$ cat config.mk
export PLATFORM = sky130hd
export DESIGN_NAME = mips_branch_resolve_flat
export DESIGN_NICKNAME = d
export VERILOG_FILES = /design/src/hdl/mbr_pkg.sv /design/src/hdl/mbr_in_if.sv /design/src/hdl/mbr_out_if.sv /design/src/hdl/mips_branch_resolve.sv /design/src/flat_wrapper.sv
export SDC_FILE = /design/constraint.sdc
export NUM_CORES = 1
export LEC_CHECK = 0
export BUFFER_PORTS_ARGS = -buffer_cell sky130_fd_sc_hd__buf_2
export CORE_MARGIN = 4
export CORE_UTILIZATION = 50
export DETAILED_ROUTE_END_ITERATION = 16
export MAX_ROUTING_LAYER = met4
export PLACE_DENSITY = 0.75
export SYNTH_ARGS = -nofsm -noshare
export SYNTH_HDL_FRONTEND = slang
export SYNTH_SLANG_ARGS = --single-unit
$ cat constraint.sdc
create_clock -name clk -period 4.05 [get_ports clk]
set_input_delay 0.81 -clock clk [delete_from_list [all_inputs] [get_ports clk]]
set_output_delay 0.81 -clock clk [all_outputs]
set_load 0.01 [all_outputs]
$ cat src/hdl/mbr_pkg.sv
// Shared types, field widths and branch kind codes for the branch resolve block.
package mbr_pkg;

    // Field widths.
    localparam int KindWidth = 4;
    localparam int WordWidth = 32;
    localparam int RegWidth  = 5;

    // Branch kind codes.
    localparam logic [KindWidth-1:0] KIND_J      = 4'd0;
    localparam logic [KindWidth-1:0] KIND_JAL    = 4'd1;
    localparam logic [KindWidth-1:0] KIND_JR     = 4'd2;
    localparam logic [KindWidth-1:0] KIND_JALR   = 4'd3;
    localparam logic [KindWidth-1:0] KIND_BEQ    = 4'd4;
    localparam logic [KindWidth-1:0] KIND_BNE    = 4'd5;
    localparam logic [KindWidth-1:0] KIND_BLEZ   = 4'd6;
    localparam logic [KindWidth-1:0] KIND_BGTZ   = 4'd7;
    localparam logic [KindWidth-1:0] KIND_REGIMM = 4'd8;

    // Regimm sub-code in bits 20:17 that selects the linking forms.
    localparam logic [3:0] REGIMM_LINK_CODE = 4'd8;

    // Return address register of jal and the linking regimm forms.
    localparam logic [RegWidth-1:0] LINK_REG_RA = 5'd31;

    // Region bits of the PC kept by absolute jumps.
    localparam logic [WordWidth-1:0] JUMP_REGION_MASK = 32'hF000_0000;

    // Size of one instruction in bytes.
    localparam logic [WordWidth-1:0] INSTR_BYTES = 32'd4;

    // One branch to resolve.
    typedef struct packed {
        logic [KindWidth-1:0] kind;
        logic [WordWidth-1:0] instr_word;
        logic [WordWidth-1:0] rs_value;
        logic [WordWidth-1:0] rt_value;
        logic [WordWidth-1:0] pc_after_slot;
        logic                 in_slot;
    } branch_item_t;

    // One resolution result.
    typedef struct packed {
        logic [WordWidth-1:0] new_pc;
        logic                 taken;
        logic                 link_write;
        logic [RegWidth-1:0]  link_reg;
        logic [WordWidth-1:0] link_value;
        logic                 fault;
    } result_item_t;

endpackage

$ cat src/hdl/mbr_in_if.sv
// Channel that carries branch items into the resolve block.
interface mbr_in_if;
    import mbr_pkg::*;

    logic                 valid;
    logic                 ready;
    logic [KindWidth-1:0] kind;
    logic [WordWidth-1:0] instr_word;
    logic [WordWidth-1:0] rs_value;
    logic [WordWidth-1:0] rt_value;
    logic [WordWidth-1:0] pc_after_slot;
    logic                 in_slot;

    modport source (
        output valid, kind, instr_word, rs_value, rt_value, pc_after_slot, in_slot,
        input  ready
    );

    modport sink (
        input  valid, kind, instr_word, rs_value, rt_value, pc_after_slot, in_slot,
        output ready
    );
endinterface

$ cat src/hdl/mbr_out_if.sv
// Channel that carries resolution results out of the resolve block.
interface mbr_out_if;
    import mbr_pkg::*;

    logic                 valid;
    logic                 ready;
    logic [WordWidth-1:0] new_pc;
    logic                 taken;
    logic                 link_write;
    logic [RegWidth-1:0]  link_reg;
    logic [WordWidth-1:0] link_value;
    logic                 fault;

    modport source (
        output valid, new_pc, taken, link_write, link_reg, link_value, fault,
        input  ready
    );

    modport sink (
        input  valid, new_pc, taken, link_write, link_reg, link_value, fault,
        output ready
    );
endinterface

$ cat src/hdl/mips_branch_resolve.sv
// Top level of the MIPS jump and branch resolve block.
//
// Usage: a branch item (kind, instruction word, rs and rt values, the PC after
// the delay slot and the delay-slot flag) enters on the branch channel, and
// one result item (new PC, taken, link write, link register, link value and
// fault) leaves on the result channel for every branch item.
// Both channels move an item at a clock edge where valid and ready are high.
// The item is captured in the input register, resolved by one target adder and
// the compare logic, and captured in the result register, which drives the
// result channel.
// Throughput is one item per cycle while the result channel does not stall;
// the input register and the result register form a two-entry pipeline, so a
// new item is taken while a finished result still waits on the result channel.
// When the receiver stalls, the result holds and the input register fills;
// branch.ready falls only once both registers hold items.
// Reset empties both registers; no result is shown until an item is taken.
module mips_branch_resolve (
    input  logic             clk,
    input  logic             rst_n,
    mbr_in_if.sink           branch,
    mbr_out_if.source        result
);
    import mbr_pkg::*;

    logic         in_valid_reg;
    logic         in_valid_next;
    branch_item_t in_item_reg;
    logic         res_valid_reg;
    logic         res_valid_next;
    result_item_t res_item_reg;
    result_item_t res_item_next;

    logic         accept_in;
    logic         advance;

    logic [WordWidth-1:0] imm_offset;
    logic [WordWidth-1:0] rel_target;
    logic [WordWidth-1:0] abs_target;
    logic [WordWidth-1:0] target;
    logic                 rs_neg;
    logic                 rs_zero;
    logic                 cond;
    logic                 link;
    logic [RegWidth-1:0]  link_reg;
    logic                 fault;

    // Handshake: the input register moves on when the result register is free or drains.
    assign advance      = !res_valid_reg || result.ready;
    assign branch.ready = !in_valid_reg || advance;
    assign accept_in    = branch.valid && branch.ready;

    // Occupancy of the two registers.
    always_comb
    begin
        in_valid_next = in_valid_reg;
        if (accept_in)
        begin
            in_valid_next = 1'b1;
        end
        else if (advance)
        begin
            in_valid_next = 1'b0;
        end

        res_valid_next = res_valid_reg;
        if (in_valid_reg && advance)
        begin
            res_valid_next = 1'b1;
        end
        else if (result.ready)
        begin
            res_valid_next = 1'b0;
        end
    end

    always_ff @(posedge clk or negedge rst_n)
    begin
        if (!rst_n)
        begin
            in_valid_reg  <= 1'b0;
            res_valid_reg <= 1'b0;
        end
        else
        begin
            in_valid_reg  <= in_valid_next;
            res_valid_reg <= res_valid_next;
        end
    end

    // Payload registers.
    always_ff @(posedge clk)
    begin
        if (accept_in)
        begin
            in_item_reg.kind          <= branch.kind;
            in_item_reg.instr_word    <= branch.instr_word;
            in_item_reg.rs_value      <= branch.rs_value;
            in_item_reg.rt_value      <= branch.rt_value;
            in_item_reg.pc_after_slot <= branch.pc_after_slot;
            in_item_reg.in_slot       <= branch.in_slot;
        end
        if (in_valid_reg && advance)
        begin
            res_item_reg <= res_item_next;
        end
    end

    // Branch targets: relative from the delay slot, absolute within the PC region.
    assign imm_offset = {{(WordWidth - 18){in_item_reg.instr_word[15]}},
                         in_item_reg.instr_word[15:0], 2'b00};
    assign rel_target = in_item_reg.pc_after_slot + imm_offset - INSTR_BYTES;
    assign abs_target = (in_item_reg.pc_after_slot & JUMP_REGION_MASK)
                      | {4'b0000, in_item_reg.instr_word[25:0], 2'b00};
    assign rs_neg     = in_item_reg.rs_value[WordWidth-1];
    assign rs_zero    = (in_item_reg.rs_value == '0);

    // Condition, target and link per kind.
    always_comb
    begin
        cond     = 1'b0;
        link     = 1'b0;
        link_reg = '0;
        target   = in_item_reg.pc_after_slot;
        case (in_item_reg.kind)
            KIND_J:
            begin
                cond   = 1'b1;
                target = abs_target;
            end
            KIND_JAL:
            begin
                cond     = 1'b1;
                target   = abs_target;
                link     = 1'b1;
                link_reg = LINK_REG_RA;
            end
            KIND_JR:
            begin
                cond   = 1'b1;
                target = in_item_reg.rs_value;
            end
            KIND_JALR:
            begin
                cond     = 1'b1;
                target   = in_item_reg.rs_value;
                link     = 1'b1;
                link_reg = in_item_reg.instr_word[15:11];
            end
            KIND_BEQ:
            begin
                cond   = (in_item_reg.rs_value == in_item_reg.rt_value);
                target = rel_target;
            end
            KIND_BNE:
            begin
                cond   = (in_item_reg.rs_value != in_item_reg.rt_value);
                target = rel_target;
            end
            KIND_BLEZ:
            begin
                cond   = rs_neg || rs_zero;
                target = rel_target;
            end
            KIND_BGTZ:
            begin
                cond   = !rs_neg && !rs_zero;
                target = rel_target;
            end
            KIND_REGIMM:
            begin
                // Bit 16 inverts the sign test; the link forms link even when not taken.
                cond   = rs_neg ^ in_item_reg.instr_word[16];
                target = rel_target;
                if (in_item_reg.instr_word[20:17] == REGIMM_LINK_CODE)
                begin
                    link     = 1'b1;
                    link_reg = LINK_REG_RA;
                end
            end
            default:
            begin
                cond = 1'b0;
            end
        endcase
    end

    // A taken branch in a delay slot faults and suppresses the jump and the link.
    assign fault = cond && in_item_reg.in_slot;

    always_comb
    begin
        res_item_next.fault      = fault;
        res_item_next.taken      = cond && !fault;
        res_item_next.new_pc     = (cond && !fault) ? target : in_item_reg.pc_after_slot;
        res_item_next.link_write = link && !fault;
        res_item_next.link_reg   = (link && !fault) ? link_reg : '0;
        res_item_next.link_value = (link && !fault) ? in_item_reg.pc_after_slot : '0;
    end

    // Result channel.
    assign result.valid      = res_valid_reg;
    assign result.new_pc     = res_item_reg.new_pc;
    assign result.taken      = res_item_reg.taken;
    assign result.link_write = res_item_reg.link_write;
    assign result.link_reg   = res_item_reg.link_reg;
    assign result.link_value = res_item_reg.link_value;
    assign result.fault      = res_item_reg.fault;

endmodule

$ cat src/flat_wrapper.sv
// flat-port wrapper written by rule: the top's interface ports become plain ports
module mips_branch_resolve_flat import mbr_pkg::*;
  (clk, rst_n, branch_valid, branch_kind, branch_instr_word, branch_rs_value, branch_rt_value, branch_pc_after_slot, branch_in_slot, branch_ready, result_valid, result_new_pc, result_taken, result_link_write, result_link_reg, result_link_value, result_fault, result_ready);
  mbr_in_if branch_i ();
  mbr_out_if result_i ();
  input  logic clk;
  input  logic rst_n;
  input wire logic [$bits(branch_i.valid)-1:0] branch_valid;
  input wire logic [$bits(branch_i.kind)-1:0] branch_kind;
  input wire logic [$bits(branch_i.instr_word)-1:0] branch_instr_word;
  input wire logic [$bits(branch_i.rs_value)-1:0] branch_rs_value;
  input wire logic [$bits(branch_i.rt_value)-1:0] branch_rt_value;
  input wire logic [$bits(branch_i.pc_after_slot)-1:0] branch_pc_after_slot;
  input wire logic [$bits(branch_i.in_slot)-1:0] branch_in_slot;
  output wire logic [$bits(branch_i.ready)-1:0] branch_ready;
  output wire logic [$bits(result_i.valid)-1:0] result_valid;
  output wire logic [$bits(result_i.new_pc)-1:0] result_new_pc;
  output wire logic [$bits(result_i.taken)-1:0] result_taken;
  output wire logic [$bits(result_i.link_write)-1:0] result_link_write;
  output wire logic [$bits(result_i.link_reg)-1:0] result_link_reg;
  output wire logic [$bits(result_i.link_value)-1:0] result_link_value;
  output wire logic [$bits(result_i.fault)-1:0] result_fault;
  input wire logic [$bits(result_i.ready)-1:0] result_ready;
  assign branch_i.valid = branch_valid;
  assign branch_i.kind = branch_kind;
  assign branch_i.instr_word = branch_instr_word;
  assign branch_i.rs_value = branch_rs_value;
  assign branch_i.rt_value = branch_rt_value;
  assign branch_i.pc_after_slot = branch_pc_after_slot;
  assign branch_i.in_slot = branch_in_slot;
  assign branch_ready = branch_i.ready;
  assign result_valid = result_i.valid;
  assign result_new_pc = result_i.new_pc;
  assign result_taken = result_i.taken;
  assign result_link_write = result_i.link_write;
  assign result_link_reg = result_i.link_reg;
  assign result_link_value = result_i.link_value;
  assign result_fault = result_i.fault;
  assign result_i.ready = result_ready;
  mips_branch_resolve u_core (.clk(clk), .rst_n(rst_n), .branch(branch_i), .result(result_i));
endmodule
[Yosys cells after proc, flatten, opt, wreduce, memory -nomap -nowiden]
Index checks and enable logic that the tools add are counted.
Word-level totals
  bits in registers: 201
  input port bits: 137
  output and inout port bits: 74
  word-level logic and storage cells: 63
Operators by class
  add/sub/neg operators: 2
  equality and inequality tests: 11
  multiplexer cells: 11
  bitwise logic cells: 2
  reductions and logical operators: 23
Operators with widths (number)
  one-hot mux 32 bit (3 select lines): 1
  adder 32 bit: 1
  equality test 32 bit: 1
  logical NOT 32 bit: 1
  two-way mux 32 bit: 1
  != test 32 bit: 1
  OR 32 x 28 -> 32 bit: 1
  subtractor 32 x 3 -> 32 bit, second input constant: 1
  equality test 4 x 3 -> 1 bit, second input constant: 4
  one-hot mux 5 bit (3 select lines): 1
  equality test 4 x 2 -> 1 bit, second input constant: 2
  equality test 4 bit, second input constant: 2
  logical AND 1 bit: 6
  one-hot mux 1 bit (6 select lines): 1
  OR reduction 2 bit: 3
  logical NOT 1 bit: 5
  two-way mux 1 bit: 5
  two-way mux 5 bit: 1
  OR reduction 5 bit: 1
  equality test 4 x 1 -> 1 bit, second input constant: 1
  logical NOT 4 bit: 1
  nonzero test 2 bit: 2
  OR reduction 4 bit: 1
  logical OR 1 bit: 3
  other kinds (2): 2

[Logic depth before layout (Yosys ltp)]
  depth in word-level cells: 8
  gate-level depth with buffers: 14
  mapped depth without buffers: 14

[Least setup slack after synthesis]
Ideal clock, no wire load.
  path kind: input to register
  start: in result_ready
  end: reg u_core.in_item_reg (netlist bit u_core.imm_offset[10]), enable pin
  setup time: 501 ps
  arrival time: 3950 ps
  data required time: 3549 ps
  setup slack: -401 ps
  cell stages on the path: 2
  buffers on the path: 0
  path through: nand3b_1 and2_1
On the way
  longest elaborated chain between the ends: 3
RTL lines
  start: declaration: RTL line flat_wrapper.sv:23  | input wire logic [$bits(result_i.ready)-1:0] result_ready;
  logical OR 1 bit: RTL line mips_branch_resolve.sv:48  | assign advance = !res_valid_reg || result.ready;
  logical OR 1 bit: RTL line mips_branch_resolve.sv:49  | assign branch.ready = !in_valid_reg || advance;
  logical AND 1 bit: RTL line mips_branch_resolve.sv:50  | assign accept_in = branch.valid && branch.ready;
  net u_core.accept_in: RTL line mips_branch_resolve.sv:33  | logic accept_in;
  end: declaration: RTL line mips_branch_resolve.sv:27  | branch_item_t in_item_reg;
The timed path passes the listed nets, and every way through them passes these cells.
A chain may end at the register's enable or synchronous reset.

==> flow_metrics.env <==
export IMPL_run_status="finished, final reports clean"
export IMPL_reg2reg_setup_slack_ns=0.45
export IMPL_numPlacedInstances=1237
export IMPL_cap_viol_max_count=0
export IMPL_worst_pin_slew_ns=0.907
export IMPL_iter_0_drt_violations=714
export IMPL_cp_data_arrival_time_ns=3.83
export IMPL_cp_cell_sequence="inv_1, ha_1, inv_1, ha_1, inv_1, fa_1, nor2b_1, o2111ai_1, a21oi_1, o2111ai_1, a311oi_1, xor2_1, a222oi_1, o21ai_0"
export IMPL_grtUsageTotal=0.221
export IMPL_vias=6938
export IMPL_setup_viol=0
export IMPL_crit_path_start_kind="flop"
export IMPL_worstPathMaxFanout=3
export IMPL_area_growth_synth_to_final_pct=20.4
export IMPL_drv_slew=0
export IMPL_irDropWorstVdd_mv=0.301
export IMPL_synth_simple_gate_area_frac=0.0794
export IMPL_grt_overflow=0
export IMPL_ant_nets=0
export IMPL_cts_buffers_inserted=21
export IMPL_yosysWarningCount=0
export IMPL_cts_root_buf="clkbuf_16"
export IMPL_worstSetupEndpointType="flop"
export IMPL_yosys_cell_types_count=57
export IMPL_seq_area_frac_synth=0.611
export IMPL_ctsLongestPathBuffers=3
export IMPL_post_route_min_period_ns=3.60
export IMPL_timing_worst_setup_path_type="flop to flop"
export IMPL_synth_top_cells_by_count="edfxtp_1 (199), inv_1 (109), ha_1 (57), o21ai_0 (51), xor2_1 (45)"
export IMPL_final_hold_violation_count=0
export IMPL_maximum_number_of_pins_on_one_net_before_global_route_repair=49
export IMPL_p_clk_frac=0.333
export IMPL_switchingPower_mw=1.39
export IMPL_worst_ep_required_time_ns=4.27
export IMPL_proportion_of_synthesized_area_in_mux_cells=0.00406
export IMPL_nets=1190
export IMPL_worst_r2r_cell_count=14
export IMPL_highest_layer="met4"
export IMPL_critical_path_max_stage_delay_ns=0.46
export IMPL_die_area_um2=22000
export IMPL_drt_pre_antenna_iters=5
export IMPL_wl_met2_mm=11.3
export IMPL_final_cells=1272
export IMPL_cts_setup_buffers=0
export IMPL_fmax_ghz=0.278
export IMPL_timing_rr_start="u_core.in_item_reg[4]"
export IMPL_io_pins=211
export IMPL_final_layout_size_suffix_gt1_frac=0.259
export IMPL_tritoncts="yes"
export IMPL_wire_length_of_the_first_global_routing_pass_mm=36.5
export IMPL_route_detailed_wl_per_inst_um=18.9
export IMPL_synth_top_cells_by_area="edfxtp_1 (61%), ha_1 (7.2%), inv_1 (4.1%)"
export IMPL_dominant_combinational_cell_family_by_area_after_synthesis="compound AO/OA/AOI/OAI gates"
export IMPL_min_delay_path_class="primary input to asynchronous set/reset pin"
export IMPL_sequentialPowerShare=0.485
export IMPL_post_synth_instance_area_um2=9860
export IMPL_cts_hold_buffers=0
export IMPL_routed_via_density=5.45
export IMPL_critical_path_top_delay_family="compound AO/OA/AOI/OAI gates"
export IMPL_placementRows=51
export IMPL_cell_internal_pwr_mw=3.88
export IMPL_final_setup_tns_ns=0
export IMPL_total_half_perimeter_wirelength_after_legalization_and_detailed_placement_mm=18.0
export IMPL_clk_transition_reported_paths_ns=0.06
export IMPL_fp_dieH_um=148
export IMPL_die_x_um=148
export IMPL_post_synth_top_area_fraction=0.606
export IMPL_synth_compound_gate_area_share=0.124
export IMPL_syn_inst=788
export IMPL_static_leakage_power_nw=5.01
export IMPL_yosys_cell_count_top_type="edfxtp_1"
export IMPL_critical_path_top_cell_by_count="inv_1"
export IMPL_combPwrFrac=0.183
export IMPL_synth_adder_area_share=0.0744
export IMPL_dominantRegCellSynth="edfxtp_1"
export IMPL_met1Wirelength_mm=10.2
export IMPL_antenna_violations_before_repair=1
export IMPL_post_synth_top_area_cell="edfxtp_1"
export IMPL_largest_register_ffs=111
export IMPL_ctsResizeCount=0
export IMPL_crit_path_top_delay_cell="a222oi_1"
export IMPL_cts_num_sinks=201
export IMPL_synth_async_sr_flop_share=0.00995
export IMPL_switching_share=0.264
export IMPL_route_final_wire_length_mm=24.0
export IMPL_core_area_um2=19400
export IMPL_cp_buffers_inverters=3
export IMPL_synth_xor_xnor_area_share=0.0533
export IMPL_syn_num_nets=983
export IMPL_fin_worst_skew_ns=0.0115
export IMPL_timing_slew_headroom=0.392
export IMPL_cts_htree_levels=1
export IMPL_remaining_drc_errors=0
export IMPL_grt_pass1_vias=6822
export IMPL_place_congestion=0.959
export IMPL_period_share=0.890
export IMPL_synth_area_per_cell_um2=12.5
export IMPL_power_density_nw_per_um2=444
export IMPL_ys_ff_latch=201
export IMPL_met3_length_mm=2.00
export IMPL_worst_r2r_endpoint="u_core.result.new_pc[21]"
export IMPL_floorplan_initialDensity=0.508
export IMPL_number_of_synthesized_flops_with_an_enable_pin=199
export IMPL_buffer_ports_inserted=204
export IMPL_worst_skew_pair_late_latency_ns=0.49
export IMPL_rsz0062_at_grt="no"
==> power by group through the flow <==
| stage | Combinational [mW] | Sequential (mW) | Clock (mW) |
|---|---|---|---|
| final | 0.963 | 2.56 | 1.76 |
| after global routing | 1.08 | 2.57 | 1.88 |
| after CTS | 0.960 | 2.56 | 1.79 |
| after detailed placement | 0.952 | 2.60 | 0 |
| after global placement | 0.936 | 2.60 | 0 |
| after floorplan | 0.614 | 2.60 | 0 |
==> cell type report <==
| type | count | area, um2 |
|---|---|---|
| inverters | 109 | 409 |
| flip-flops and latches | 201 | 6030 |
| clock inverters | 9 | 81.3 |
| diodes | 1 | 2.50 |
| clock buffers | 25 | 541 |
| well taps | 265 | 332 |
| repair buffers | 215 | 1150 |
| fillers | 1582 | 7520 |
| multi-input cells | 447 | 3330 |
==> worst max-delay path by stage <==
stage / depth (start not counted) / to / start
finish: 14 / u_core.result.new_pc[21] / u_core.in_item_reg[4]
global route: 14 / u_core.result.new_pc[27] / u_core.in_item_reg[4]
CTS: 14 / u_core.result.new_pc[21] / u_core.in_item_reg[4]
detailed placement: 14 / u_core.result.new_pc[21] / u_core.in_item_reg[4]
global placement: 14 / u_core.result.new_pc[21] / u_core.in_item_reg[4]
floorplan: 13 / u_core.result.new_pc[26] / u_core.imm_offset[17]
==> logic make-up (layout without fill, tap and decap cells) <==
group	count (synthesis)	count (layout)
other	0	1
adders and majority gates	58	58
muxes	4	4
buffers and inverters	140	358
AOI/OAI and AO/OA	172	172
and+or+nand+nor	153	153
xor gates and xnor gates	60	60
DFF	201	201
==> worst register-to-register path, stage by stage (launching register included) <==
cell and delay, ns:
edfxtp_1 0.38, inv_1 0.09, ha_1 0.23, inv_1 0.06
ha_1 0.19, inv_1 0.07, fa_1 0.41, nor2b_1 0.17
o2111ai_1 0.17, a21oi_1 0.29, o2111ai_1 0.23, a311oi_1 0.37
xor2_1 0.11, a222oi_1 0.46, o21ai_0 0.13
==> metal layers <==
metal	vias up	global-route usage
met3	39	0.0411
met4	0	0.0587
met5	-	-
met2	284	0.348
li1	3353	-
met1	3262	0.298
==> per-stage QoR <==
step | hold slack, ns | util | total power [mW] | setup slack [ns] | instance area [um2]
floorplan | 0.449 | - | 3.22 | 0.919 | 9860
finish | 0.0939 | 0.612 | 5.28 | 0.447 | 11900
global route | 0.0789 | 0.612 | 5.52 | 0.183 | 11900
CTS | 0.0793 | 0.612 | 5.31 | 0.513 | 11900
detailed placement | 0.486 | 0.580 | 3.55 | 0.563 | 11300
global placement | 0.464 | 0.580 | 3.53 | 0.524 | 11300
==> layout by cell type (no fill, tap or decap), drive strengths merged, types with 4 or more instances in the layout <==
master	count
a211oi	10
a21o	20
a21oi	21
a222oi	23
a31oi	4
and2	6
buf	215
clkbuf	25
clkinv	4
edfxtp	199
ha	57
inv	110
mux2i	4
nand2	40
nand2b	6
nand3	7
nand4	6
nor2	15
nor3	37
nor4	16
o2111ai	4
o211ai	4
o21ai	52
o21bai	5
or3	4
xnor2	15
xor2	45
Power figures use the tool's default switching activity.
